**src/sv/ffba_pkg.sv**
```systemverilog
package ffba_pkg;

	localparam int MAX_BLOCKS   = 64;
	localparam int HEADER_BYTES = 16;
	localparam int ADDR_W       = 20;
	localparam int SIZE_W       = 21;
	localparam int IDX_W        = $clog2(MAX_BLOCKS);
	localparam int CNT_W        = IDX_W + 1;

	localparam logic [1:0] OP_ALLOC   = 2'd0;
	localparam logic [1:0] OP_RELEASE = 2'd1;
	localparam logic [1:0] OP_RESIZE  = 2'd2;

	localparam logic [1:0] ST_OK      = 2'd0;
	localparam logic [1:0] ST_NOSPACE = 2'd1;
	localparam logic [1:0] ST_NULL    = 2'd2;
	localparam logic [1:0] ST_UNKNOWN = 2'd3;

	// Work classes decided by the front end.
	localparam logic [1:0] K_IMM   = 2'd0;
	localparam logic [1:0] K_ALLOC = 2'd1;
	localparam logic [1:0] K_FIND  = 2'd2;

	typedef struct packed {
		logic [1:0]        opcode;
		logic [ADDR_W-1:0] block_address;
		logic [SIZE_W-1:0] request_size;
	} req_t;

	typedef struct packed {
		logic [ADDR_W-1:0] result_address;
		logic [1:0]        status;
		logic              copy_needed;
		logic [SIZE_W-1:0] copy_bytes;
	} rsp_t;

	typedef struct packed {
		logic [1:0]        kind;
		logic [1:0]        status;
		logic [1:0]        opcode;
		logic [ADDR_W-1:0] addr;
		logic [SIZE_W-1:0] size;
	} qent_t;

endpackage

```
**src/sv/ffba_front.sv**
```systemverilog
module ffba_front (
	input  logic            clk,
	input  logic            arst_n,
	input  logic            req_valid,
	output logic            req_ready,
	input  ffba_pkg::req_t  req,
	output logic            q_valid,
	output ffba_pkg::qent_t q_ent,
	input  logic            q_pop
);

	ffba_pkg::qent_t fifo_q [2];
	ffba_pkg::qent_t cls;
	logic            wr_ptr_q;
	logic            rd_ptr_q;
	logic [1:0]      fill_q;
	logic            push;

	// Requests that need no table access are answered straight from the queue.
	always_comb begin
		cls.opcode = req.opcode;
		cls.addr   = req.block_address;
		cls.size   = req.request_size;
		cls.status = ffba_pkg::ST_OK;
		cls.kind   = ffba_pkg::K_IMM;
		unique case (req.opcode)
			ffba_pkg::OP_ALLOC: begin
				if (req.request_size == '0) begin
					cls.status = ffba_pkg::ST_NULL;
				end else begin
					cls.kind = ffba_pkg::K_ALLOC;
				end
			end
			ffba_pkg::OP_RELEASE: begin
				if (req.block_address == '0) begin
					cls.status = ffba_pkg::ST_NULL;
				end else begin
					cls.kind = ffba_pkg::K_FIND;
				end
			end
			ffba_pkg::OP_RESIZE: begin
				if (req.block_address == '0 || req.request_size == '0) begin
					cls.status = ffba_pkg::ST_NULL;
				end else begin
					cls.kind = ffba_pkg::K_FIND;
				end
			end
			default: begin
				cls.kind = ffba_pkg::K_IMM;
			end
		endcase
	end

	assign req_ready = (fill_q != 2'd2);
	assign push      = req_valid && req_ready;
	assign q_valid   = (fill_q != 2'd0);
	assign q_ent     = fifo_q[rd_ptr_q];

	always_ff @(posedge clk) begin
		if (push) begin
			fifo_q[wr_ptr_q] <= cls;
		end
	end

	always_ff @(posedge clk or negedge arst_n) begin
		if (!arst_n) begin
			wr_ptr_q <= 1'b0;
			rd_ptr_q <= 1'b0;
			fill_q   <= 2'd0;
		end else begin
			if (push) begin
				wr_ptr_q <= ~wr_ptr_q;
			end
			if (q_pop) begin
				rd_ptr_q <= ~rd_ptr_q;
			end
			fill_q <= fill_q + 2'(push) - 2'(q_pop);
		end
	end

endmodule

```
**src/sv/ffba_back.sv**
```systemverilog
module ffba_back (
	input  logic                            clk,
	input  logic                            arst_n,
	input  logic                            q_valid,
	input  ffba_pkg::qent_t                 q_ent,
	output logic                            q_pop,
	input  logic [ffba_pkg::SIZE_W-1:0]     heap_limit,
	output logic                            rsp_valid,
	input  logic                            rsp_ready,
	output ffba_pkg::rsp_t                  rsp
);

	localparam int AW = ffba_pkg::ADDR_W;
	localparam int SW = ffba_pkg::SIZE_W;
	localparam int IW = ffba_pkg::IDX_W;
	localparam int CW = ffba_pkg::CNT_W;

	localparam logic [2:0] S_IDLE = 3'd0;
	localparam logic [2:0] S_FIND = 3'd1;
	localparam logic [2:0] S_FIT  = 3'd2;
	localparam logic [2:0] S_GROW = 3'd3;
	localparam logic [2:0] S_REL  = 3'd4;
	localparam logic [2:0] S_DONE = 3'd5;

	typedef struct packed {
		logic          free;
		logic [SW-1:0] size;
		logic [AW-1:0] start;
	} row_t;

	row_t mem [ffba_pkg::MAX_BLOCKS];

	logic [2:0]      st_q;
	ffba_pkg::qent_t ent_q;
	logic [CW-1:0]   rd_idx_q;
	logic            cmp_v_s1;
	logic [IW-1:0]   cmp_idx_s1;
	row_t            row_s1;
	logic [IW-1:0]   f_idx_q;
	logic [AW-1:0]   f_start_q;
	logic [SW-1:0]   f_size_q;
	logic [CW-1:0]   cnt_q;
	logic [SW-1:0]   brk_q;
	ffba_pkg::rsp_t  res_q;
	ffba_pkg::rsp_t  rsp_q;
	logic            rsp_valid_q;

	logic            hit;
	logic            last;
	logic            fit;
	logic            leaving;
	logic            walking;
	logic            rewalk;
	logic            full;
	logic [SW:0]     nb;
	logic [SW:0]     lim;
	logic            grow_ok;
	logic            rel_last;
	logic            we;
	logic [IW-1:0]   wa;
	row_t            wd;
	logic            load_out;

	assign hit  = cmp_v_s1
		&& ({1'b0, row_s1.start} + (AW+1)'(ffba_pkg::HEADER_BYTES) == {1'b0, ent_q.addr});
	assign last = cmp_v_s1 && ({1'b0, cmp_idx_s1} + CW'(1) == cnt_q);
	assign fit  = cmp_v_s1 && row_s1.free && (row_s1.size >= ent_q.size);
	assign walking = (st_q == S_FIND) || (st_q == S_FIT);
	assign leaving = ((st_q == S_FIND) && (hit || last)) || ((st_q == S_FIT) && (fit || last));
	// A resize that outgrows its block starts a second walk for a free fit.
	assign rewalk = (st_q == S_FIND) && hit && (ent_q.opcode != ffba_pkg::OP_RELEASE)
		&& !(row_s1.size >= ent_q.size);
	assign full = (cnt_q == CW'(ffba_pkg::MAX_BLOCKS));
	assign nb   = {1'b0, brk_q} + (SW+1)'(ffba_pkg::HEADER_BYTES) + {1'b0, ent_q.size};
	assign lim  = ({1'b0, heap_limit} > (SW+1)'(1 << AW)) ? (SW+1)'(1 << AW)
		: {1'b0, heap_limit};
	assign grow_ok  = !full && (nb <= lim);
	assign rel_last = ({1'b0, f_idx_q} + CW'(1) == cnt_q);
	assign q_pop    = (st_q == S_IDLE) && q_valid;
	assign load_out = (st_q == S_DONE) && (!rsp_valid_q || rsp_ready);

	always_comb begin
		we = 1'b0;
		wa = cmp_idx_s1;
		wd = row_s1;
		unique case (st_q)
			S_FIT: begin
				if (fit) begin
					we      = 1'b1;
					wd.free = 1'b0;
				end
			end
			S_GROW: begin
				we = grow_ok;
				wa = cnt_q[IW-1:0];
				wd = '{free: 1'b0, size: ent_q.size, start: brk_q[AW-1:0]};
			end
			S_REL: begin
				we = !rel_last;
				wa = f_idx_q;
				wd = '{free: 1'b1, size: f_size_q, start: f_start_q};
			end
			default: begin
				we = 1'b0;
			end
		endcase
	end

	always_ff @(posedge clk) begin
		if (we) begin
			mem[wa] <= wd;
		end
		row_s1     <= mem[rd_idx_q[IW-1:0]];
		cmp_idx_s1 <= rd_idx_q[IW-1:0];
	end

	always_ff @(posedge clk or negedge arst_n) begin
		if (!arst_n) begin
			st_q        <= S_IDLE;
			cmp_v_s1    <= 1'b0;
			rd_idx_q    <= '0;
			cnt_q       <= '0;
			brk_q       <= '0;
			rsp_valid_q <= 1'b0;
		end else begin
			cmp_v_s1 <= walking && !leaving && (rd_idx_q < cnt_q);
			if ((st_q == S_IDLE) || rewalk) begin
				rd_idx_q <= '0;
			end else if (walking) begin
				rd_idx_q <= rd_idx_q + CW'(1);
			end
			if (load_out) begin
				rsp_valid_q <= 1'b1;
			end else if (rsp_ready) begin
				rsp_valid_q <= 1'b0;
			end
			unique case (st_q)
				S_IDLE: begin
					if (q_valid) begin
						unique case (q_ent.kind)
							ffba_pkg::K_ALLOC: begin
								st_q <= (cnt_q == '0) ? S_GROW : S_FIT;
							end
							ffba_pkg::K_FIND: begin
								st_q <= (cnt_q == '0) ? S_DONE : S_FIND;
							end
							default: begin
								st_q <= S_DONE;
							end
						endcase
					end
				end
				S_FIND: begin
					if (hit) begin
						if (ent_q.opcode == ffba_pkg::OP_RELEASE) begin
							st_q <= S_REL;
						end else if (row_s1.size >= ent_q.size) begin
							st_q <= S_DONE;
						end else begin
							st_q <= S_FIT;
						end
					end else if (last) begin
						st_q <= S_DONE;
					end
				end
				S_FIT: begin
					if (fit) begin
						st_q <= (ent_q.opcode == ffba_pkg::OP_RESIZE) ? S_REL : S_DONE;
					end else if (last) begin
						st_q <= S_GROW;
					end
				end
				S_GROW: begin
					if (grow_ok) begin
						cnt_q <= cnt_q + CW'(1);
						brk_q <= nb[SW-1:0];
						st_q  <= (ent_q.opcode == ffba_pkg::OP_RESIZE) ? S_REL : S_DONE;
					end else begin
						st_q <= S_DONE;
					end
				end
				S_REL: begin
					if (rel_last) begin
						brk_q <= {1'b0, f_start_q};
						cnt_q <= cnt_q - CW'(1);
					end
					st_q <= S_DONE;
				end
				S_DONE: begin
					if (load_out) begin
						st_q <= S_IDLE;
					end
				end
				default: begin
					st_q <= S_IDLE;
				end
			endcase
		end
	end

	// Item payload and result assembly.
	always_ff @(posedge clk) begin
		if (load_out) begin
			rsp_q <= res_q;
		end
		unique case (st_q)
			S_IDLE: begin
				ent_q                <= q_ent;
				res_q.result_address <= '0;
				res_q.copy_needed    <= 1'b0;
				res_q.copy_bytes     <= '0;
				if (q_ent.kind == ffba_pkg::K_IMM) begin
					res_q.status <= q_ent.status;
				end else if (q_ent.kind == ffba_pkg::K_FIND && cnt_q == '0) begin
					res_q.status <= ffba_pkg::ST_UNKNOWN;
				end else begin
					res_q.status <= ffba_pkg::ST_OK;
				end
			end
			S_FIND: begin
				if (hit) begin
					f_idx_q   <= cmp_idx_s1;
					f_start_q <= row_s1.start;
					f_size_q  <= row_s1.size;
					if (ent_q.opcode == ffba_pkg::OP_RESIZE && row_s1.size >= ent_q.size) begin
						res_q.result_address <= ent_q.addr;
					end
				end else if (last) begin
					res_q.status <= ffba_pkg::ST_UNKNOWN;
				end
			end
			S_FIT: begin
				if (fit) begin
					res_q.result_address <= row_s1.start + AW'(ffba_pkg::HEADER_BYTES);
				end
			end
			S_GROW: begin
				if (grow_ok) begin
					res_q.result_address <= brk_q[AW-1:0] + AW'(ffba_pkg::HEADER_BYTES);
				end else begin
					res_q.status <= ffba_pkg::ST_NOSPACE;
				end
			end
			S_REL: begin
				if (ent_q.opcode == ffba_pkg::OP_RESIZE) begin
					res_q.copy_needed <= 1'b1;
					res_q.copy_bytes  <= f_size_q;
				end
			end
			default: begin
				res_q <= res_q;
			end
		endcase
	end

	assign rsp_valid = rsp_valid_q;
	assign rsp       = rsp_q;

endmodule

```
**src/sv/first_fit_block_allocator.sv**
```systemverilog
// A request is handled in the back end either without the table (null, zero or undefined
// requests) or with walks of the table, two for a resize that moves; each walk
// reads one table entry per cycle from the block table.
// The back end takes one request at a time, so the walk sets the request rate.
// Reset: block count and heap break clear, heap_limit returns to 2^20; table contents
// are not cleared, since only entries below the count are ever read.
module first_fit_block_allocator (
	input  logic                        clk,
	input  logic                        arst_n,
	input  logic                        req_valid,
	output logic                        req_ready,
	input  ffba_pkg::req_t              req,
	output logic                        rsp_valid,
	input  logic                        rsp_ready,
	output ffba_pkg::rsp_t              rsp,
	input  logic                        cfg_valid,
	output logic                        cfg_ready,
	input  logic [ffba_pkg::SIZE_W-1:0] cfg_data
);

	// The heap limit is taken on any cfg transfer; the user is to write it only while
	// idle, which the block itself does not enforce; the back end reads it directly.
	logic [ffba_pkg::SIZE_W-1:0] heap_limit_q;

	// Queue between the classifier and the table sequencer.
	logic            q_valid;
	logic            q_pop;
	ffba_pkg::qent_t q_ent;

	assign cfg_ready = 1'b1;

	always_ff @(posedge clk or negedge arst_n) begin
		if (!arst_n) begin
			heap_limit_q <= ffba_pkg::SIZE_W'(1 << ffba_pkg::ADDR_W);
		end else if (cfg_valid) begin
			heap_limit_q <= cfg_data;
		end
	end

	// The front end classifies each request transfer and queues it, so a new
	// request can be taken while the back end is still walking the table.
	ffba_front u_front (
		.clk       (clk),
		.arst_n    (arst_n),
		.req_valid (req_valid),
		.req_ready (req_ready),
		.req       (req),
		.q_valid   (q_valid),
		.q_ent     (q_ent),
		.q_pop     (q_pop)
	);

	// The back end owns the block table, the count and the break, and holds
	// the finished result in an output register until its transfer.
	ffba_back u_back (
		.clk        (clk),
		.arst_n     (arst_n),
		.q_valid    (q_valid),
		.q_ent      (q_ent),
		.q_pop      (q_pop),
		.heap_limit (heap_limit_q),
		.rsp_valid  (rsp_valid),
		.rsp_ready  (rsp_ready),
		.rsp        (rsp)
	);

`ifndef SYNTH
	// The sequencer never takes an item from an empty queue.
	a_pop_valid: assert property (@(posedge clk) disable iff (!arst_n)
		q_pop |-> q_valid)
		else $error("queue popped while empty");

	// A copy request only comes with a successful, granted resize.
	a_copy_ok: assert property (@(posedge clk) disable iff (!arst_n)
		rsp_valid && rsp.copy_needed |->
			rsp.status == ffba_pkg::ST_OK && rsp.result_address != '0)
		else $error("copy requested without a grant");

	// Any failure grants nothing.
	a_fail_zero: assert property (@(posedge clk) disable iff (!arst_n)
		rsp_valid && rsp.status != ffba_pkg::ST_OK |->
			rsp.result_address == '0 && !rsp.copy_needed && rsp.copy_bytes == '0)
		else $error("failed request carries a grant");
`endif

endmodule

```
**config.mk**
```make
export PLATFORM = sky130hd
export DESIGN_NAME = first_fit_block_allocator
export DESIGN_NICKNAME = d
export VERILOG_FILES = /design/src/sv/ffba_pkg.sv /design/src/sv/ffba_front.sv /design/src/sv/ffba_back.sv /design/src/sv/first_fit_block_allocator.sv
export SDC_FILE = /design/constraint.sdc
export NUM_CORES = 2
export LEC_CHECK = 0
export CORE_MARGIN = 1.5
export CORE_UTILIZATION = 50
export CTS_CLUSTER_SIZE = 8
export DETAILED_ROUTE_END_ITERATION = 7
export DONT_BUFFER_PORTS = 1
export SETUP_SLACK_MARGIN = 0.02
export SLEW_MARGIN = 10
export SYNTH_ARGS = -nofsm -noshare
export SYNTH_HDL_FRONTEND = slang
export SYNTH_SLANG_ARGS = --single-unit
export TNS_END_PERCENT = 5
```
**constraint.sdc**
```tcl
create_clock -name clk -period 23.1 [get_ports clk]
set_input_delay 2.31 -clock clk [delete_from_list [all_inputs] [get_ports clk]]
set_output_delay 2.31 -clock clk [all_outputs]
set_load 0.03 [all_outputs]
```
==> summary.md <==
| Metric | Value |
|---|---|
| Leakage | `43.08 nW` |
| DR DRC count | `0` |
| Pre-CTS WS | `15.18 ns` |
| Unrepaired setup endpoints after global routing | `false` |
| Slowest cell on crit path | `nor4_2` |
| Postcts setup bufs | `0` |
| Post-route minimum period | `8.140 ns` |
| Antenna Nets Post-Route | `0` |
| Final worst slack | `14.96 ns` |
| Post_cts resized | `0` |
| Hold path start | `u_back.res_q[5]$_SDFFCE_PN0P_` |
| Initial antenna violation count | `37` |
| Synthesis-to-layout area growth | `14.08%` |
| Final hold violations | `0` |
| Max-cap violations | `0` |
| Drt pass-1 iters | `5` |
| Rel. slew slack | `0.1805` |
| Fin nets | `5816` |
| Final Skew | `0.07769 ns` |
| Yosys warnings | `0` |
| Fin crit share | `0.3524` |
| Clock Sinks | `3071` |
| Num CTS Buffers | `435` |
| Grt ovf | `0` |
| Delay-heaviest family, CP | `compound AO/OA/AOI/OAI gates` |
| Synth area leaders | `edfxtp_1 (74%), mux4_2 (17%), dfrtp_1 (1.3%), ha_1 (1.1%), mux2_2 (0.82%)` |
| DR iter-0 viols | `7647` |
| Outcome | `finished, final reports clean` |
| WP data required | `23.65 ns` |
| DR vias | `58.28k` |
| Final Slew Violations | `0` |
| Crit path buffers/inverters | `2` |
| Syn Nets | `5467` |
| Reg2Reg Depth | `22` |
| PortBufs | `0` |
| GP Congestion | `0.8957` |
| Clock transition at path regs | `0.05 ns` |
| Critical Path Start Type | `register` |
| Vias per inst | `6.503` |
| Critical path peak fanout | `34` |
| Pwr dens | `138.3 mW/mm^2` |
| Filler cells | `17.14k` |
| Final setup fails | `0` |
| Cts hold-fix bufs | `0` |
| WHS Endpoint | `u_back.rsp[5]$_DFFE_PP_` |
| Die H | `493.4 um` |
| DP HPWL | `197400 um` |
| Critical path arrival | `8.69 ns` |
| Number of synthesized flops with an enable pin | `2958` |
| TritonCTS clock tree | `done` |
| Die Width | `493.4 um` |
| CTS root buffer | `clkbuf_16` |
| CP max stage delay | `1.02 ns` |
| Routed wire length | `323400 um` |
| Overall Global Routing Usage | `0.2671` |
| Async S/R FF share, synth | `0.02117` |
| Clock latency on the worst-skew pair | `0.99 ns` |
| Fin util | `0.5751` |
| Total power | `0.01898 W` |
| Largest net degree at the start of global routing | `101` |
| First-pass GRT wire length | `454300 um` |
| Worst-Margin Slew | `1.229 ns` |
| Core Footprint | `0.2385 sq mm` |
| Reg2reg start | `u_back.ent_q[2]$_DFFE_PP_` |
| CP Capture Type | `register` |
| Critical path cell sequence | `ha_1, ha_1, a211oi_1, o21ai_0, a31oi_1, o221ai_1, o21a_1, o21a_1, o21a_1, nor2_1, xnor2_1, ha_1, a21o_1, a211o_1, a221oi_1, a21boi_0, o21ai_0, nor4_2, and3b_4, buf_4, nor4_2, buf_4` |
| Mapped Area | `0.1202 sq mm` |
| Post-synthesis cell type count | `71` |
| Routed len/inst | `36.08 um` |
| Area leader, netlist | `edfxtp_1` |
| FF+latch count, synth | `3071` |
| Fmax | `0.1229 GHz` |
| RR Endpoint | `u_back.mem[57][10]$_DFFE_PP_` |
| Initial Util | `0.5041` |
| # rows | `179` |
| Main synth FF type | `edfxtp_1` |
| Vias in the first global route | `57.73k` |
| Worst Setup Path Type | `register to register` |
| Boundary Pins | `116` |
| Die ar. | `0.2434 sq mm` |
| Share of cells above drive strength 1 | `0.3013` |
| Hold path depth | `0` |
| Clk buf depth | `4` |
| Sequential fraction of the synthesis area | `0.7602` |
| Setup_tns | `0 ns` |
| H-tree Lvls | `5` |
| Synth top area share | `0.7387` |
| R2R Setup Slk | `14.96 ns` |
| Post-synthesis cell count | `5292` |
| Post-synthesis average cell area | `22.72 sq um` |
| Hold Path Class | `register to register` |
| Peak VDD IR | `0.1181 mV` |
## layout by cell type (no fill, tap or decap), types with 17 or more instances in the layout
| master | n |
|---|---|
| a21oi_1 | 52 |
| a221o_4 | 26 |
| and3_1 | 31 |
| buf_4 | 179 |
| clkbuf_1 | 127 |
| clkbuf_16 | 437 |
| dfrtp_1 | 57 |
| dfxtp_1 | 48 |
| edfxtp_1 | 2958 |
| ha_1 | 104 |
| inv_1 | 65 |
| mux2_2 | 88 |
| mux2i_1 | 23 |
| mux4_2 | 882 |
| nand2_1 | 120 |
| nand2b_1 | 18 |
| nand3_1 | 21 |
| nor2_1 | 50 |
| nor2b_1 | 18 |
| nor3_1 | 17 |
| nor4_1 | 26 |
| nor4_2 | 41 |
| nor4_4 | 26 |
| o21ai_0 | 50 |
| xnor2_1 | 51 |
| xor2_1 | 27 |
## layer usage
layer,vias up,global-route usage,wire length [um]
li1,23210,-,-
met1,31770,0.3868,131200
met2,2796,0.4207,155600
met3,509,0.04290,25710
met4,6,0.08558,10830
met5,-,0,39
## worst register-to-register path, cell delays in order (launching register included)
cell and delay (ns):
edfxtp_1 0.44, ha_1 0.34, ha_1 0.30, a211oi_1 0.35, o21ai_0 0.16, a31oi_1 0.52, o221ai_1 0.29, o21a_1 0.25
o21a_1 0.21, o21a_1 0.18, nor2_1 0.11, xnor2_1 0.12, ha_1 0.21, a21o_1 0.17, a211o_1 0.29, a221oi_1 0.20
a21boi_0 0.27, o21ai_0 0.19, nor4_2 0.44, and3b_4 0.46, buf_4 0.47, nor4_2 1.07, buf_4 0.64
## area by class of cell
| class | instances | area, sq um | share of cell area |
|---|---|---|---|
| diodes | 14 | 35.03 | 0.0002554 |
| clock buffers | 564 | 11410 | 0.08319 |
| clock inverters | 14 | 264.0 | 0.001925 |
| inverters | 67 | 251.5 | 0.001833 |
| multi-input cells | 1884 | 28410 | 0.2071 |
| flip-flops and latches | 3071 | 91440 | 0.6666 |
| well taps | 3167 | 3963 | 0.02889 |
| repair buffers | 182 | 1404 | 0.01023 |
## how the worst max path moves through the flow
stage / slack, ns / startpoint / to / cells past startpoint
6_report: 14.96 / u_back.ent_q[2]$_DFFE_PP_ / u_back.mem[57][10]$_DFFE_PP_ / 22
5_1_grt: 14.46 / u_back.ent_q[2]$_DFFE_PP_ / u_back.mem[57][16]$_DFFE_PP_ / 22
4_1_cts: 15.07 / u_back.ent_q[2]$_DFFE_PP_ / u_back.mem[57][20]$_DFFE_PP_ / 22
3_5_place_dp: 15.18 / u_back.ent_q[2]$_DFFE_PP_ / u_back.mem[57][18]$_DFFE_PP_ / 22
3_3_place_gp: 15.14 / u_back.ent_q[2]$_DFFE_PP_ / u_back.mem[57][15]$_DFFE_PP_ / 22
2_1_floorplan: 13.93 / u_back.brk_q[2]$_DFFE_PN0P_ / u_back.mem[25][0]$_DFFE_PP_ / 22
## cell families (layout without fill, tap and decap cells)
group                    after synthesis  count (layout)  synth area share
multiplexers                         993             993            0.1754
other                                  1              15        0.00003119
AND/OR/NAND/NOR                      444             444           0.02084
buffers and inverters                337             827           0.01109
adder cells (fa/ha/maj)              106             106           0.01115
XOR/XNOR                              78              78          0.005681
AO/OA/AOI/OAI                        262             262           0.01561
flip-flops                          3071            3071            0.7602
## registers in the layout (all words and copies together) (netlist names)
signal	flops
u_back.rd_idx_q	7
u_front.fill_q	2
u_back.res_q	44
u_back.cmp_idx_s1	6
u_front.fifo_q	92
u_front.wr_ptr_q	1
u_back.rsp	44
u_back.row_s1	42
u_back.st_q	3
u_back.cmp_v_s1	1
u_back.f_idx_q	6
heap_limit_q	21
u_back.rsp_valid	1
u_back.brk_q	21
u_back.f_size_q	21
u_back.cnt_q	7
u_front.rd_ptr_q	1
u_back.ent_q	43
u_back.f_start_q	20
u_back.mem	2688
## synthesized netlist by cell type, types with 6 or more instances
| cell type | n |
|---|---|
| a211oi_1 | 10 |
| a21o_1 | 16 |
| a21oi_1 | 53 |
| a221o_1 | 44 |
| a221oi_1 | 7 |
| a22oi_1 | 8 |
| a31oi_1 | 8 |
| and2_1 | 16 |
| and3_1 | 32 |
| and4_1 | 6 |
| buf_1 | 60 |
| buf_6 | 7 |
| clkbuf_1 | 198 |
| dfrtp_1 | 64 |
| dfxtp_1 | 48 |
| edfxtp_1 | 2958 |
| ha_1 | 104 |
| inv_1 | 65 |
| mux2_2 | 88 |
| mux2i_1 | 23 |
| mux4_2 | 882 |
| nand2_1 | 126 |
| nand2b_1 | 18 |
| nand3_1 | 24 |
| nand3b_1 | 10 |
| nand4_1 | 13 |
| nor2_1 | 53 |
| nor2b_1 | 18 |
| nor3_1 | 18 |
| nor4_1 | 65 |
| nor4_2 | 28 |
| o211ai_1 | 6 |
| o21a_1 | 12 |
| o21ai_0 | 52 |
| o21bai_1 | 8 |
| xnor2_1 | 51 |
| xor2_1 | 27 |
## metrics by stage
stage | hold slack, ns | instances | instance area (sq um)
floorplan | 0.3693 | 5292 | 120200
global placement | 0.4019 | 8371 | 125500
detailed placement | 0.4045 | 8371 | 125500
CTS | 0.3998 | 8949 | 137100
global route | 0.4269 | 8953 | 137200
finish | 0.3994 | 8963 | 137200
## where the power goes
group | internal [W] | switching (W) | leakage [nW]
clock | 0.00339 | 0.00219 | 5.65
sequential | 0.00766 | 0.000362 | 27.9
combinational | 0.00166 | 0.00371 | 9.50
total | 0.0127 | 0.00627 | 43.1
(Power assumes the default switching activity.)
